## config.mk

```make
export PLATFORM = sky130hd
export DESIGN_NAME = midi_note_sustain_tracker
export DESIGN_NICKNAME = d
export VERILOG_FILES = /design/src/rtl/mnst_pkg.sv /design/src/rtl/mnst_level_mem.sv /design/src/rtl/midi_note_sustain_tracker.sv
export SDC_FILE = /design/constraint.sdc
export NUM_CORES = 2
export LEC_CHECK = 0
export BUFFER_PORTS_ARGS = -buffer_cell sky130_fd_sc_hd__buf_2
export CORE_MARGIN = 2
export CORE_UTILIZATION = 65
export DETAILED_ROUTE_END_ITERATION = 16
export GPL_TIMING_DRIVEN = 1
export PLACE_DENSITY = 0.82
export SLEW_MARGIN = 20
export SYNTH_ARGS = -nofsm -noshare
export SYNTH_HDL_FRONTEND = slang
export SYNTH_HIERARCHICAL = 1
export SYNTH_SLANG_ARGS = --single-unit
```

## constraint.sdc

```tcl
create_clock -name clk_i -period 10.79 [get_ports clk_i]
set_clock_uncertainty 0.15 [all_clocks]
set_input_delay 0.5395 -clock clk_i [delete_from_list [all_inputs] [get_ports clk_i]]
set_output_delay 0.5395 -clock clk_i [all_outputs]
set_load 0.1 [all_outputs]
```

## src/rtl/mnst_pkg.sv

```systemverilog
// Package with the shared types and MIDI message codes of the note sustain tracker.
package mnst_pkg;

  // Velocity or level of one note.
  typedef logic [6:0] level_t;

  // Request kind carried by req_type.
  typedef enum logic {
    ReqApply = 1'b0,
    ReqRead  = 1'b1
  } req_type_e;

  // Upper nibble of the MIDI status byte.
  typedef enum logic [3:0] {
    KindNoteOff = 4'h8,
    KindNoteOn  = 4'h9,
    KindCtrl    = 4'hB,
    KindBend    = 4'hE
  } status_kind_e;

  // Controller number of the sustain pedal and its on threshold.
  localparam logic [6:0] SustainCtrl   = 7'd64;
  localparam logic [6:0] SustainThresh = 7'd64;

endpackage

```

## src/rtl/mnst_level_mem.sv

```systemverilog
// Level memory of the note sustain tracker: one write and one registered read port.
module mnst_level_mem #(
  parameter int unsigned Depth = 128,
  parameter int unsigned AddrW = 7
) (
  input  logic                 clk_i,
  input  logic                 wr_en_i,
  input  logic [AddrW-1:0]     wr_addr_i,
  input  mnst_pkg::level_t     wr_data_i,
  input  logic                 rd_en_i,
  input  logic [AddrW-1:0]     rd_addr_i,
  output mnst_pkg::level_t     rd_data_o
);
  import mnst_pkg::*;

  level_t mem_q [Depth];
  level_t rd_data_q;

  // Write port and registered read; a read of the address being written returns the new data.
  always_ff @(posedge clk_i) begin
    if (wr_en_i) begin
      mem_q[wr_addr_i] <= wr_data_i;
    end
    if (rd_en_i) begin
      if (wr_en_i && (wr_addr_i == rd_addr_i)) begin
        rd_data_q <= wr_data_i;
      end else begin
        rd_data_q <= mem_q[rd_addr_i];
      end
    end
  end

  assign rd_data_o = rd_data_q;

endmodule

```

## src/rtl/midi_note_sustain_tracker.sv

```systemverilog
// Top level of the MIDI note tracker with sustain pedal handling.
//
// The input channel takes one request per transfer: either a framed MIDI message
// (note-off, note-on, controller 64, pitch wheel; channel nibble ignored) or a
// read of one note's state. Every request produces exactly one result on the
// output channel: the note named by the first data byte, its level and
// release-pending mark after the request, the sustain flag and the raw bend.
// A request taken into the input stage is applied when it leaves that stage,
// where its result enters the output register; out_valid_o is high from then.
// Throughput: one request per cycle unless the receiver stalls, bounded by the
// single write port of the note level memory and its one registered read, which
// is launched on transfer. Pending marks and live flags are flip-flops, so all
// pending notes are released at once on pedal-up. Reset clears all notes, marks,
// sustain and bend at once; no clearing pass is needed. When the receiver stalls,
// the result holds in the output register, one more request waits in the input
// stage, and in_ready_o then drops until the output moves on.
module midi_note_sustain_tracker #(
  parameter int unsigned NOTE_COUNT = 128
) (
  input  logic        clk_i,
  input  logic        rst_ni,
  input  logic        in_valid_i,
  output logic        in_ready_o,
  input  logic        req_type_i,
  input  logic [7:0]  status_byte_i,
  input  logic [6:0]  data_one_i,
  input  logic [6:0]  data_two_i,
  output logic        out_valid_o,
  input  logic        out_ready_i,
  output logic [6:0]  note_index_o,
  output logic [6:0]  note_level_o,
  output logic        release_pending_o,
  output logic        sustain_held_o,
  output logic [13:0] bend_raw_o
);
  import mnst_pkg::*;

  localparam int unsigned IdxW    = (NOTE_COUNT > 1) ? $clog2(NOTE_COUNT) : 1;
  localparam logic [7:0]  NoteLim = 8'(NOTE_COUNT);

  // Input stage.
  logic        s1_valid_q;
  logic        s1_req_q;
  logic [3:0]  s1_kind_q;
  logic [6:0]  s1_d1_q;
  logic [6:0]  s1_d2_q;
  logic        s1_adv;
  logic        in_xfer;

  // Note state.
  logic [NOTE_COUNT-1:0] live_q, live_d;
  logic [NOTE_COUNT-1:0] pend_q, pend_d;
  logic                  sustain_q, sustain_d;
  logic [13:0]           bend_q, bend_d;

  // Decode of the staged request.
  logic            in_range;
  logic [IdxW-1:0] idx;
  logic            is_apply;
  logic            note_on;
  logic            note_off;
  logic            pedal;
  logic            pedal_on;
  logic            pedal_off;
  logic            bend_wr;
  logic            in_range_i;

  // Level memory.
  level_t rd_level;
  level_t level_res;

  // Output register.
  logic        out_valid_q;
  logic [6:0]  out_index_q;
  logic [6:0]  out_level_q;
  logic        out_pend_q;
  logic        out_sus_q;
  logic [13:0] out_bend_q;

  // Handshake: the staged request moves on whenever the output register is free or drains.
  assign s1_adv     = s1_valid_q && (!out_valid_q || out_ready_i);
  assign in_ready_o = !s1_valid_q || s1_adv;
  assign in_xfer    = in_valid_i && in_ready_o;
  assign in_range_i = ({1'b0, data_one_i} < NoteLim);

  // Input stage register.
  always_ff @(posedge clk_i or negedge rst_ni) begin
    if (!rst_ni) begin
      s1_valid_q <= 1'b0;
    end else if (in_ready_o) begin
      s1_valid_q <= in_valid_i;
    end
  end

  always_ff @(posedge clk_i) begin
    if (in_xfer) begin
      s1_req_q  <= req_type_i;
      s1_kind_q <= status_byte_i[7:4];
      s1_d1_q   <= data_one_i;
      s1_d2_q   <= data_two_i;
    end
  end

  // Message decode.
  assign idx       = s1_d1_q[IdxW-1:0];
  assign in_range  = ({1'b0, s1_d1_q} < NoteLim);
  assign is_apply  = (s1_req_q == ReqApply);
  assign note_on   = is_apply && (s1_kind_q == KindNoteOn) && (s1_d2_q != 7'd0);
  assign note_off  = is_apply && ((s1_kind_q == KindNoteOff) ||
                                  ((s1_kind_q == KindNoteOn) && (s1_d2_q == 7'd0)));
  assign pedal     = is_apply && (s1_kind_q == KindCtrl) && (s1_d1_q == SustainCtrl);
  assign pedal_on  = pedal && (s1_d2_q >= SustainThresh);
  assign pedal_off = pedal && (s1_d2_q < SustainThresh);
  assign bend_wr   = is_apply && (s1_kind_q == KindBend);

  // Next note state: a live flag gates each stored level, a pending mark awaits pedal-up.
  always_comb begin
    live_d    = live_q;
    pend_d    = pend_q;
    sustain_d = sustain_q;
    bend_d    = bend_q;
    if (pedal_off) begin
      live_d    = live_q & ~pend_q;
      pend_d    = '0;
      sustain_d = 1'b0;
    end
    if (pedal_on) begin
      sustain_d = 1'b1;
    end
    if (note_on && in_range) begin
      live_d[idx] = 1'b1;
      pend_d[idx] = 1'b0;
    end
    if (note_off && in_range) begin
      if (sustain_q) begin
        pend_d[idx] = 1'b1;
      end else begin
        live_d[idx] = 1'b0;
      end
    end
    if (bend_wr) begin
      bend_d = {s1_d2_q, s1_d1_q};
    end
  end

  // State commits when the request's result enters the output register.
  always_ff @(posedge clk_i or negedge rst_ni) begin
    if (!rst_ni) begin
      live_q    <= '0;
      pend_q    <= '0;
      sustain_q <= 1'b0;
      bend_q    <= '0;
    end else if (s1_adv) begin
      live_q    <= live_d;
      pend_q    <= pend_d;
      sustain_q <= sustain_d;
      bend_q    <= bend_d;
    end
  end

  // Level memory, read on input transfer and written by a committed note-on.
  mnst_level_mem #(
    .Depth (NOTE_COUNT),
    .AddrW (IdxW)
  ) u_level_mem (
    .clk_i     (clk_i),
    .wr_en_i   (s1_adv && note_on && in_range),
    .wr_addr_i (idx),
    .wr_data_i (s1_d2_q),
    .rd_en_i   (in_xfer && in_range_i),
    .rd_addr_i (data_one_i[IdxW-1:0]),
    .rd_data_o (rd_level)
  );

  // Level reported after the step.
  always_comb begin
    level_res = '0;
    if (in_range && live_d[idx]) begin
      level_res = note_on ? s1_d2_q : rd_level;
    end
  end

  // Output register.
  always_ff @(posedge clk_i or negedge rst_ni) begin
    if (!rst_ni) begin
      out_valid_q <= 1'b0;
    end else if (!out_valid_q || out_ready_i) begin
      out_valid_q <= s1_valid_q;
    end
  end

  always_ff @(posedge clk_i) begin
    if (s1_adv) begin
      out_index_q <= s1_d1_q;
      out_level_q <= level_res;
      out_pend_q  <= in_range && pend_d[idx];
      out_sus_q   <= sustain_d;
      out_bend_q  <= bend_d;
    end
  end

  assign out_valid_o       = out_valid_q;
  assign note_index_o      = out_index_q;
  assign note_level_o      = out_level_q;
  assign release_pending_o = out_pend_q;
  assign sustain_held_o    = out_sus_q;
  assign bend_raw_o        = out_bend_q;

endmodule

```

; ---- Yosys cells after proc, flatten, opt, wreduce, memory -nomap -nowiden
; Memory sizes are Yosys's and may differ from the RTL's. A register that Yosys moved wholly into a read port is not among the register bits.
; Cells that the tools add are included.
[word_totals]
ff_bits = 322
latchBits = 0
mem_bits_rw = 896
rom_bits = 0
input_bits = 27
output_inout_bits = 32
elab_cells = 73
n_memories = 1
[op_classes]
addsub = 0
mul = 0
div = 0
order_cmp = 4
n_eq_ne = 5
shift = 0
n_mux = 20
bitwise = 8
n_reduce_logical = 20
[memory_table]
columns = memory, words, width, rd, rd_ports_with_merged_regs, write_ports, line
row1 = u_level_mem.mem_q, 128, 7, 1, 1, 1, mnst_level_mem.sv:16  ; level_t mem_q [Depth];
[ops]
columns = operator, count
row1 = two-way mux 128 bit, 8
row2 = AND 128 bit, 3
row3 = inverter 128 bit, 2
row4 = bitwise OR 128 bit, 2
row5 = equality test 4 bit (second input constant), 4
row6 = binary-select mux 1 bit (select 7 bit), 2
row7 = two-way mux 14 bit, 1
row8 = logical AND 1 bit, 13
row9 = < comparator 7 x 8 -> 1 bit (second input constant), 1
row10 = demux 1 bit (select 7 bit), 1
row11 = equality test 7 bit (second input constant), 1
row12 = >= comparator 7 x 1 -> 1 bit (second input constant), 1
row13 = >= comparator 7 bit (second input constant), 1
row14 = logical NOT 7 bit, 1
row15 = < comparator 7 bit (second input constant), 1
row16 = two-way mux 1 bit, 7
row17 = two-way mux 7 bit, 1
row18 = nonzero test 7 bit, 1
row19 = logical OR 1 bit, 3
row20 = logical NOT 1 bit, 2
row21 = inverter 1 bit, 1

; ---- Depth between registers and ports, before layout
[logic_depth]
ltp_word = 12
depth_mapped = 13
mapped_depth_nobuf = 8

; ---- Hierarchy
; The synthesis kept the hierarchy.
[modules_own_cells]
columns = module, n_inst, cells_each, area_each_um2, seq_area_each_um2
row1 = mnst_level_mem, 1, 1828, 35895.7, 27116.0
row2 = midi_note_sustain_tracker, 1, 2226, 18939.4, 8303.0

; ---- Worst setup path before layout
; Ideal clock, no wire load.
[synth_timing]
path_kind = register to register
start = reg s1_d2_q[3] (netlist name)
end = reg u_level_mem.rd_data_q[6] (netlist: u_level_mem/rd_data_o[6]) (read register of u_level_mem.mem_q) (data pin)
setup_time_ns = 0.162
arrival_time_ns = 4.749
required_ns = 10.478
slack_ns = 5.729
path_stages_with_launch = 14
n_path_buf = 5
period_less_slack_ns = 5.061
path_cell_list = edfxtp_1 -> or4_1 -> o211ai_1 -> buf_2 -> nor2_1 -> clkbuf_1 -> buf_2 -> clkbuf_1 -> or4b_4 -> o21ai_4 -> or2_2 -> buf_6 -> o32ai_1 -> a211oi_2
[synth_rtl]
columns = element, line
row1 = to (decl), mnst_level_mem.sv:17  ; level_t rd_data_q;

; ---- Worst setup path after layout
[layout_timing]
start = reg s1_d1_q[2] (netlist: idx[2])
end = reg out_level_q[3] (netlist: note_level_o[3]) (data pin)
[layout_between]
elab_chain_cells = 11
elab_cells_between_ends = 17
classes_between = order compare: 2 / eq/ne: 1 / mux: 8 / bitwise: 3 / reduce/logical: 3
[layout_lines]
columns = element, line
row1 = from (decl), midi_note_sustain_tracker.sv:45  ; logic [6:0] s1_d1_q;
row2 = from (signal assigned), midi_note_sustain_tracker.sv:99  ; s1_d1_q <= data_one_i;
row3 = < comparator 7 x 8 -> 1 bit (implied by the code) (tied with other cells), "midi_note_sustain_tracker.sv:131, midi_note_sustain_tracker.sv:138"
row4 = logical AND 1 bit (on tied branches), "midi_note_sustain_tracker.sv:131, midi_note_sustain_tracker.sv:138, midi_note_sustain_tracker.sv:111"
row5 = two-way mux 1 bit (implied by the code) / logical AND 1 bit (equally long branches), "midi_note_sustain_tracker.sv:131, midi_note_sustain_tracker.sv:138, midi_note_sustain_tracker.sv:113"
row6 = demux 1 bit (select 7 bit) / two-way mux 128 bit (equally long branches), "midi_note_sustain_tracker.sv:131, midi_note_sustain_tracker.sv:138, midi_note_sustain_tracker.sv:122"
row7 = bitwise OR 128 bit (no line), --
row8 = two-way mux 128 bit, midi_note_sustain_tracker.sv:130  ; if (note_on && in_range) begin
row9 = AND 128 bit (no line), --
row10 = two-way mux 128 bit, midi_note_sustain_tracker.sv:135  ; if (sustain_q) begin
row11 = two-way mux 128 bit, midi_note_sustain_tracker.sv:134  ; if (note_off && in_range) begin
row12 = binary-select mux 1 bit (select 7 bit) (*), midi_note_sustain_tracker.sv:178  ; if (in_range && live_d[idx]) begin
row13 = two-way mux 1 bit (implied by the code) (*), midi_note_sustain_tracker.sv:178
row14 = to (signal assigned), midi_note_sustain_tracker.sv:195  ; out_level_q <= level_res;
row15 = to (decl), midi_note_sustain_tracker.sv:75  ; logic [6:0] out_level_q;
; Mark *: on every way between the ends. The rest lies on a longest branch, timed or not. The select of a mux whose other input is x is not followed.
; A chain may end at the register's enable or synchronous reset.

==> metrics <==
result of the run=complete, no violations; starting density of the core=0.656; gate count after technology mapping=4054; share of synthesized registers carrying an async set or reset=0.223; DR DRC count=0; most common cell in the synthesized netlist=sky130_fd_sc_hd__edfxtp_1; Die Height=294 µm; CTS Buffer Depth=3; Worst Hold Depth=1; number of pins with negative max-slew slack in the final report=0; width of the die=294 µm; area inside the core boundary=0.0836 mm²; final hold violation count=0; Post-Route Hold Slack=37.3 ps; Rel. slew slack=0.134; first-pass detailed-route iteration total=10; Achievable Freq=197 MHz; minimum setup slack in the final design=5720 ps; DP Wirelength=83500 µm; unrepaired setup endpoints after global routing=false; endpoint class of the critical path=register; Post-synth top cells=sky130_fd_sc_hd__edfxtp_1 (952), sky130_fd_sc_hd__o21ai_0 (445), sky130_fd_sc_hd__a21oi_1 (303), sky130_fd_sc_hd__nor2_1 (302), sky130_fd_sc_hd__dfrtp_1 (273); shortest clock period the worst path allows after layout=5070 ps; final wirelength=154000 µm; # IOs=59; layout overhead on the synthesized area=8.69%; largest cells by area after synthesis=sky130_fd_sc_hd__edfxtp_1 (52%), sky130_fd_sc_hd__dfrtp_1 (12%), sky130_fd_sc_hd__mux4_2 (6.9%); clk_lat worst skew=720 ps; Setup crit end=note_level_o[3]; Root Driver=sky130_fd_sc_hd__clkbuf_16; number of distinct library cells after synthesis=88; synthesis warning total=6; routability cong.=0.900; measured slew at the worst slew-check pin=1290 ps; worst-case vdd ir drop=0.177 mV; CP Class=register to register; via count of the first global-routing pass=36900; area fraction of the dominant cell type after synthesis=0.521; Leak=0.0197 µW; maximum number of pins on one net before global-route repair=195; largest area contributor in the synthesized netlist=sky130_fd_sc_hd__edfxtp_1; CP startpoint=idx[2]; residual overflow from global routing=0; Die Area=0.0867 mm²; TritonCTS Sinks=1225; number of buffers inserted by port buffering=54; pwr/cell area=172 mW/mm²; CTS H-Tree Depth=3; antenna violations before repair=3; end of the worst register-to-register path=note_level_o[3]; Vias/cell=7.42; crit start category=register; TritonCTS clock tree=done; global-route wire length before repair=230000 µm; final cycle utilization of the critical path=0.470; Req. time, crit path=11090 ps; arrival time reported for the critical path endpoint=5370 ps; Antenna Violating Nets Remaining=0; FF-to-FF Start=idx[2]; ant diodes=0; Wirelength per Cell=29.8 µm; Mapped Avg Cell Area=13.5 µm²; flop and latch count out of synthesis=1225; TritonCTS buffer count=117; post-route setup TNS=0 ps; post-synthesis net count=4081; number of vias after detailed routing=38300; Row Count=106; clock edge transition at the registers on the reported setup and hold paths=60 ps; Crit Path Max Fanout=194; Post-Syn Area=0.0548 mm²; global routing usage summed across all routing layers=0.355; number of cells on the worst reg-to-reg path=11; count of flip-flops with a built-in enable after synthesis=952; share of layout cells above drive strength 1=0.139; share of synthesized area occupied by flip-flops and latches=0.646; Post-synth top flop=sky130_fd_sc_hd__edfxtp_1; total of endpoints with negative setup slack in the final report=0; post-placement worst setup slack=6090 ps; First DRT Iteration DRCs=5798; slack of the worst reg-to-reg path=5720 ps; worst hold path type=input pin to register; final layout net count=4009; max-cap check violation count=0
-- where the power goes --
group	internal [µW]	switching (µW)
Clock	2450	1830
Sequential	5150	25.0
Combinational	193	591
-- metal layers --
layer | vias to the layer above | global-route usage | share of wire
met3 | 688 | 0.0911 | 0.13
li1 | 15700 | - | -
met4 | 4 | 0.178 | 0.060
met5 | - | 0 | 0.00014
met1 | 18800 | 0.477 | 0.35
met2 | 3111 | 0.543 | 0.46
-- worst min-delay path by stage --
stage                        startpoint         end  slack [ps]
after floorplan                  rst_ni   bend_q[0]          90
after global placement       bend_q[12]  bend_q[12]         310
after detailed placement      bend_q[1]   bend_q[1]         310
after CTS                 data_one_i[6]      idx[6]           8
after global routing      data_one_i[6]      idx[6]          20
final                     data_one_i[6]      idx[6]          40
-- layout make-up --
cell class,instances,area [µm²]
Clock inverter,62,763
Inverter,12,45.0
Fill cell,5099,24000
Multi-Input combinational cell,2478,17700
Tap cell,1080,1350
Sequential cell,1225,35400
Timing Repair Buffer,148,1080
Clock buffer,158,3240
-- registers in the layout (all words and copies together), names as in the netlist, 4 cells and up --
register               flops
s1_kind_q                  4
idx                        7
pend_q                   128
bend_raw_o                14
bend_q                    14
u_level_mem/rd_data_o      7
live_q                   128
u_level_mem/mem_q        896
note_level_o               7
note_index_o               7
s1_d2_q                    7
-- timing repair --
item | in CTS | in global routing
hold buffers | 15 | 0
gates resized for setup | 0 | 0
setup buffers | 0 | 0
endpoints found under the hold margin | 90 | 0
-- per-stage QoR --
step | instance area, µm² | utilization | cells | power [µW]
6_report | 59600 | 0.713 | 5163 | 10200
5_1_grt | 59600 | 0.713 | 5163 | 10500
4_1_cts | 59500 | 0.713 | 5163 | 10200
3_5_place_dp | 55400 | 0.663 | 4928 | 6020
2_1_floorplan | 54800 | - | 4054 | 5790
3_3_place_gp | 55400 | 0.663 | 4928 | 6000
-- critical path, cell delays in order (launching register included) --
cell                       delay, ps
sky130_fd_sc_hd__edfxtp_1        350
sky130_fd_sc_hd__buf_4           380
sky130_fd_sc_hd__or3_1           590
sky130_fd_sc_hd__nor4_4          260
sky130_fd_sc_hd__buf_4           660
sky130_fd_sc_hd__buf_12          600
sky130_fd_sc_hd__a21boi_1        220
sky130_fd_sc_hd__a22oi_1         230
sky130_fd_sc_hd__nand2_1         190
sky130_fd_sc_hd__a32oi_1         440
sky130_fd_sc_hd__o221a_2         390
sky130_fd_sc_hd__a21oi_1         110
-- cells by family (layout without fill, tap and decap cells) --
logic type	count (synthesis)	count (layout)	share of synthesized area
AOI/OAI and AO/OA	1295	1295	0.146
xor gates and xnor gates	7	7	0.00112
buffers and inverters	351	380	0.0332
DFF	1225	1225	0.646
muxes	375	375	0.108
and+or+nand+nor	801	801	0.0656
-- placed cells by master (no fill, tap or decap), types with 8 or more instances in the layout --
cell / count
sky130_fd_sc_hd__nand2b_1: 26
sky130_fd_sc_hd__clkbuf_16: 119
sky130_fd_sc_hd__a32oi_1: 8
sky130_fd_sc_hd__mux4_2: 169
sky130_fd_sc_hd__nor4_1: 11
sky130_fd_sc_hd__clkbuf_8: 12
sky130_fd_sc_hd__buf_2: 50
sky130_fd_sc_hd__nor3_1: 25
sky130_fd_sc_hd__dlygate4sd3_1: 15
sky130_fd_sc_hd__o21ai_0: 445
sky130_fd_sc_hd__nor2b_1: 29
sky130_fd_sc_hd__bufinv_16: 14
sky130_fd_sc_hd__a21boi_0: 19
sky130_fd_sc_hd__a22oi_1: 158
sky130_fd_sc_hd__edfxtp_1: 952
sky130_fd_sc_hd__buf_4: 76
sky130_fd_sc_hd__nand3_1: 55
sky130_fd_sc_hd__mux2i_1: 157
sky130_fd_sc_hd__mux2_2: 47
sky130_fd_sc_hd__o31ai_1: 125
sky130_fd_sc_hd__o221ai_1: 35
sky130_fd_sc_hd__clkinv_1: 21
sky130_fd_sc_hd__clkbuf_1: 27
sky130_fd_sc_hd__o22ai_1: 72
sky130_fd_sc_hd__nor3b_1: 8
sky130_fd_sc_hd__a211oi_1: 17
sky130_fd_sc_hd__inv_1: 9
sky130_fd_sc_hd__nand4_1: 11
sky130_fd_sc_hd__a221oi_1: 14
sky130_fd_sc_hd__nor2_1: 301
sky130_fd_sc_hd__a21oi_1: 303
sky130_fd_sc_hd__dfrtp_1: 273
sky130_fd_sc_hd__nor3_2: 11
sky130_fd_sc_hd__clkinv_2: 17
sky130_fd_sc_hd__nand2_1: 268
sky130_fd_sc_hd__o211ai_1: 16
Power figures use the tool's default switching activity.
